===== src/hw/rtl/phx_pkg.sv =====
// ---------------------------------------------------------------------------
// phx_pkg: shared types and constants for the Philox4x32 generator
// Beat payloads, pipeline stage payload, key schedule and round helpers.
// ---------------------------------------------------------------------------
package phx_pkg;

   localparam logic [31:0] MULT_A = 32'hD2511F53;
   localparam logic [31:0] MULT_B = 32'hCD9E8D57;
   localparam logic [31:0] WEYL_A = 32'h9E3779B9;
   localparam logic [31:0] WEYL_B = 32'hBB67AE85;

   // register indexes
   localparam int unsigned REG_SEED = 0;

   typedef struct packed {
      logic [63:0] path_num;
      logic [31:0] draw_num;
      logic [31:0] stream_id;
   } req_type;

   typedef struct packed {
      logic [31:0] word0;
      logic [31:0] word1;
      logic [31:0] word2;
      logic [31:0] word3;
   } rsp_type;

   // products of one round plus the two words that pass through
   typedef struct packed {
      logic [63:0] pa;
      logic [63:0] pb;
      logic [31:0] c1;
      logic [31:0] c3;
   } mid_type;

   typedef struct packed {
      logic [31:0] c0;
      logic [31:0] c1;
      logic [31:0] c2;
      logic [31:0] c3;
   } ctr_type;

   // k1 in the upper half so the packed key lines up with the seed register
   typedef struct packed {
      logic [31:0] k1;
      logic [31:0] k0;
   } key_type;

   function automatic logic [63:0] mul32(input logic [31:0] a, input logic [31:0] b);
      logic [63:0] p;
      p = 64'(a) * 64'(b);
      return p;
   endfunction

   function automatic logic [31:0] weyl_off(input logic [31:0] base, input logic [4:0] rnd);
      logic [36:0] p;
      p = 37'(base) * 37'(rnd);
      return p[31:0];
   endfunction

   // key used by round rnd for a given seed
   function automatic key_type key_at(input logic [63:0] seed, input logic [4:0] rnd);
      key_type k;
      k.k0 = seed[31:0] + weyl_off(WEYL_A, rnd);
      k.k1 = seed[63:32] + weyl_off(WEYL_B, rnd);
      return k;
   endfunction

   // xor half of a round: finish the counter from the registered products
   function automatic ctr_type mix(input mid_type m, input key_type k);
      ctr_type c;
      c.c0 = m.pb[63:32] ^ m.c1 ^ k.k0;
      c.c1 = m.pb[31:0];
      c.c2 = m.pa[63:32] ^ m.c3 ^ k.k1;
      c.c3 = m.pa[31:0];
      return c;
   endfunction

endpackage


===== src/hw/rtl/phx_round.sv =====
// ---------------------------------------------------------------------------
// phx_round: one pipeline stage of the Philox round chain
// Finishes the previous round's xor mix, then registers the next round's
// two 32x32 products. Holds its beat when the stage below is full.
// ---------------------------------------------------------------------------
module phx_round (
   input  logic              clock,
   input  logic              reset,
   input  logic              up_valid,
   input  phx_pkg::mid_type  up_mid,
   input  phx_pkg::key_type  key,
   input  logic              dn_adv,
   output logic              adv,
   output logic              valid,
   output phx_pkg::mid_type  mid
);

   logic             valid_ff;
   logic             valid_in;
   phx_pkg::mid_type mid_ff;
   phx_pkg::mid_type mid_in;
   phx_pkg::ctr_type ctr;

   always_comb begin
      ctr       = phx_pkg::mix(up_mid, key);
      mid_in.pa = phx_pkg::mul32(phx_pkg::MULT_A, ctr.c0);
      mid_in.pb = phx_pkg::mul32(phx_pkg::MULT_B, ctr.c2);
      mid_in.c1 = ctr.c1;
      mid_in.c3 = ctr.c3;
   end

   // stage may load when empty or when its beat moves on
   assign adv      = !valid_ff || dn_adv;
   assign valid_in = adv ? up_valid : valid_ff;

   always_ff @(posedge clock) begin
      if (reset) begin
         valid_ff <= 1'b0;
      end else begin
         valid_ff <= valid_in;
      end
   end

   always_ff @(posedge clock) begin
      if (adv) begin
         mid_ff <= mid_in;
      end
   end

   assign valid = valid_ff;
   assign mid   = mid_ff;

endmodule


===== config.mk =====
export PLATFORM = sky130hd
export DESIGN_NAME = phx_round
export DESIGN_NICKNAME = d
export VERILOG_FILES = /design/src/hw/rtl/phx_pkg.sv /design/src/hw/rtl/phx_round.sv
export SDC_FILE = /design/constraint.sdc
export NUM_CORES = 2
export LEC_CHECK = 0
export BUFFER_PORTS_ARGS = -buffer_cell sky130_fd_sc_hd__buf_4
export CAP_MARGIN = 15
export CORE_ASPECT_RATIO = 0.6
export CORE_MARGIN = 2
export CORE_UTILIZATION = 35
export DETAILED_ROUTE_END_ITERATION = 7
export PLACE_DENSITY = 0.55
export SLEW_MARGIN = 20
export SYNTH_ARGS = -nofsm -noshare
export SYNTH_HDL_FRONTEND = slang
export SYNTH_SLANG_ARGS = --single-unit
export TNS_END_PERCENT = 5

===== constraint.sdc =====
create_clock -name clock -period 11.9 [get_ports clock]
set_input_delay 0.595 -clock clock [delete_from_list [all_inputs] [get_ports clock]]
set_output_delay 0.595 -clock clock [all_outputs]
set_load 0.02 [all_outputs]

==> reports/summary.md <==
The run finished with clean final reports. For the number of H-tree levels, the log shows 4. The flip-flop and latch area was 5786 um2. The data required time at the worst endpoint is 12.15 ns, and the register area share after synthesis is 13.46%.

The tools report the end of the critical path as mid[125]$_DFFE_PP_. Once detail routing completed, the nets flagged for antenna violations numbered 0. The per-cell routed wire length is 21.91 um. Number of warning messages in the yosys log: 0.

The most common cell after layout, fill and taps aside was sky130_fd_sc_hd__inv_1. Entering global routing, the biggest net connects 62 pins. The type of the tightest min-delay check is input port to flop. The worst hold path depth works out to 2. The synthesized netlist occupies a cell area of 42990 um2. STA classifies the critical path endpoint as a flop. In the routed layout, each cell is associated on average with a via count of 4.775. The run gives 67.01 mm as the total routed wire length on the met1 layer.

After detailed placement, the total cell area comes to 48620 um2. The area added between synthesis and finish is 14.52%. Top cell type by total area after synthesis: sky130_fd_sc_hd__fa_1. Number of gates resized after CTS: 0. The die width is 456.5 um. Final hold analysis gives a worst-case slack of 0.2462 ns. TritonCTS created 17 clock buffers. Of all nets on the critical path, the largest fanout is 7. The clock latency at the later pin of the worst-skew pair was 0.49 ns. Number of buffers inserted by post-CTS setup repair: 0. The logs give 114.3 MHz for the maximum operating frequency and 0 for the total count of max-transition violations in the final report. In this run, synthesis inferred 192 flip-flops with an integrated enable. The tools report the placer's final routability congestion estimate as 0.9581.

The share of synthesized flip-flops with an asynchronous set or reset is 0%, and the average instance area after synthesis is 10.71 um2. The tools report the detailed placement HPWL as 121.2 mm. Summed over all layers, the global routing overflow is 0. The run gives 5 as the count of TritonRoute iterations in the first routing pass. The synthesized netlist devotes 3.702% of its cell area to simple gates. After synthesis, the cell types taking the most area are sky130_fd_sc_hd__fa_1 (37%), sky130_fd_sc_hd__ha_1 (23%), sky130_fd_sc_hd__edfxtp_1 (13%), sky130_fd_sc_hd__inv_1 (10%), sky130_fd_sc_hd__xnor2_1 (4.0%). The logs give 0 for the hold buffer count at CTS and 9.40 ns for the minimum setup slack among reg-to-reg paths.

Final net count: 6353. The total negative slack for setup checks is 0 ns. The buffer type at the clock tree root is sky130_fd_sc_hd__clkbuf_16. The tightest slew margin relative to the limit is 27.26%, and the area fraction of the dominant cell type after synthesis is 37.30%.

Wires add up to 134.0 mm. The starting density of the core is 35.35%. For the area of the multi-input gates, the log shows 32620 um2.

Worst flop-to-flop path endpoint: mid[120]$_DFFE_PP_. Combinational family with the most area after synthesis: adder cells. Global routing used 21.56% of the available tracks. In this run the vertical extent of the chip is 275.5 um.

The tools report the synthesized netlist cell count as 4016. Among all flip-flop cells after synthesis, the most frequent one is sky130_fd_sc_hd__edfxtp_1. Unique cell type count in the Yosys netlist: 74. Max-cap violations in this run came to 0. The post-route cell area was 49240 um2; the total nets after synthesis was 5882. CTS saw 193 sinks. The floorplan has 99 rows.

The number of global-route vias before repair was 30220. In this run the deepest clock path goes through 2 buffers. Of the total synthesized cell area, the portion taken by full adders, half adders and majority gates is 60.72%.

The clock-pin slew on the worst setup and hold paths works out to 0.09 ns. The die covers 125800 um2. Data on the critical path arrives at its endpoint at 9.00 ns. Setup repair after global routing left no endpoint under its margin. The number of register bits inferred by synthesis came out at 193.

The startpoint identified for the worst register-to-register timing path is valid$_SDFFE_PP0P_. For the pin with the worst max-slew slack, the measured transition is 1.083 ns. The xor and xnor fraction of the mapped netlist area was 5.195%; the final-report hold violation count was 0. TritonCTS built the clock tree. The floorplan step defined a core boundary enclosing 121600 um2.

The clock period could shrink to 8.748 ns. The setup skew after layout was 0.01216 ns. The startpoint type of the worst setup path was an input port. The violation count after the first detailed-routing iteration was 2273; the fraction of the mapped netlist area in compound gates was 5.998%. Leaving out fill and tap cells, the most frequent cells in the layout are sky130_fd_sc_hd__inv_1 (1200), sky130_fd_sc_hd__ha_1 (805), sky130_fd_sc_hd__fa_1 (801). The fraction of the cycle the final worst path needs works out to 73.51%. The most critical setup path has its startpoint at up_mid[184].

Detailed routing placed a total of 15.75 mm of wire on met3. The global-route wire length before repair is 199.3 mm, and the number of buffer cells added on primary ports is 453. Setup violations remaining at the end of the flow were counted as 0. The filler cells instantiated in the layout total 12050. The critical path class is input port to flop. The via total after detailed routing was 29210; the count of pins on the block boundary was 454. The initial antenna violation count is 1. Post-route DRC violation count: 0.

After detailed routing, the met2 layer carries 49.83 mm of wire. The worst register-to-register path has a depth of 3. Highest metal layer with signal wires: met4. In the final layout, the share of cells above drive strength 1 is 12.67%. The multiplexer share of the synthesized area works out to 0.06984%.
how the worst min path moves through the flow:
| stage | startpoint | endpoint | slack, ns |
|---|---|---|---|
| 6_report | reset | valid$_SDFFE_PP0P_ | 0.25 |
| 5_1_grt | reset | valid$_SDFFE_PP0P_ | 0.22 |
| 4_1_cts | reset | valid$_SDFFE_PP0P_ | 0.18 |
| 3_5_place_dp | reset | valid$_SDFFE_PP0P_ | 0.76 |
| 3_3_place_gp | reset | valid$_SDFFE_PP0P_ | 0.75 |
| 2_1_floorplan | reset | valid$_SDFFE_PP0P_ | 0.66 |
sequential cells by signal, indices dropped and copies added, names as in the netlist:
name,flops
valid,1
mid,192
synthesized netlist by cell type (all sizes together) (4+ instances only):
library cell and n:
a211oi 12, a21boi 9, a21o 69, a21oi 147, a221oi 5, a31oi 16, and2 10, and3 17
and4 4, buf 5, clkbuf 35, edfxtp 192, fa 801, ha 805, inv 1200, nand2 84
nand2b 15, nand3 32, nand4 24, nor2 72, nor2b 18, nor3 16, nor4 5, o211ai 4
o21a 10, o21ai 71, o21bai 16, o221ai 6, o31ai 9, or2 11, xnor2 198, xor2 57
layer usage:
metal / track usage [%] / up-vias
li1: - / 13470
met1: 34.09 / 14580
met2: 28.00 / 1111
met3: 7.607 / 54
met4: 2.973 / 0
met5: 0 / -
area by class of cell:
class	count	area share (%)
repair buffers	492	7.501
flip-flops and latches	193	11.75
clock inverters	15	0.3685
multi-input cells	2583	66.26
clock buffers	17	0.8640
inverters	1200	9.148
diodes	1	0.005082
well taps	1616	4.106
cell families after synthesis:
kind of cell               Yosys count
AOI/OAI and AO/OA                  401
xor gates and xnor gates           255
adders and majority gates         1606
buffers and inverters             1240
DFF                                193
muxes                                3
and+or+nand+nor                    318
critical path: stages:
cell	delay, ns
sky130_fd_sc_hd__buf_4	0.11
sky130_fd_sc_hd__xnor2_1	0.12
sky130_fd_sc_hd__xnor2_1	0.78
sky130_fd_sc_hd__inv_1	0.39
sky130_fd_sc_hd__fa_1	0.67
sky130_fd_sc_hd__ha_1	0.27
sky130_fd_sc_hd__inv_1	0.09
sky130_fd_sc_hd__fa_1	0.39
sky130_fd_sc_hd__fa_1	0.50
sky130_fd_sc_hd__inv_1	0.06
sky130_fd_sc_hd__fa_1	0.66
sky130_fd_sc_hd__fa_1	0.47
sky130_fd_sc_hd__fa_1	0.53
sky130_fd_sc_hd__inv_1	0.07
sky130_fd_sc_hd__fa_1	0.47
sky130_fd_sc_hd__inv_1	0.04
sky130_fd_sc_hd__ha_1	0.42
sky130_fd_sc_hd__o21a_1	0.16
sky130_fd_sc_hd__o21ai_0	0.07
sky130_fd_sc_hd__a22oi_1	0.25
sky130_fd_sc_hd__nor2_1	0.10
sky130_fd_sc_hd__a211oi_1	0.66
sky130_fd_sc_hd__o21ai_0	0.29
sky130_fd_sc_hd__nand2_1	0.23
sky130_fd_sc_hd__a221o_1	0.22
sky130_fd_sc_hd__nor4_1	0.06
sky130_fd_sc_hd__a311o_1	0.32
through the flow:
| stage | setup WS (ns) | util (%) | cells |
|---|---|---|---|
| detailed placement | 2.621 | 39.97 | 6084 |
| global route | 2.850 | 40.48 | 6116 |
| floorplan | 3.945 | - | 4016 |
| CTS | 3.206 | 40.47 | 6116 |
| global placement | 2.544 | 39.96 | 6084 |
| finish | 3.152 | 40.48 | 6117 |
Power is not shown: default switching activity piles up to over one toggle a cycle in this logic, so the estimate is an artifact.
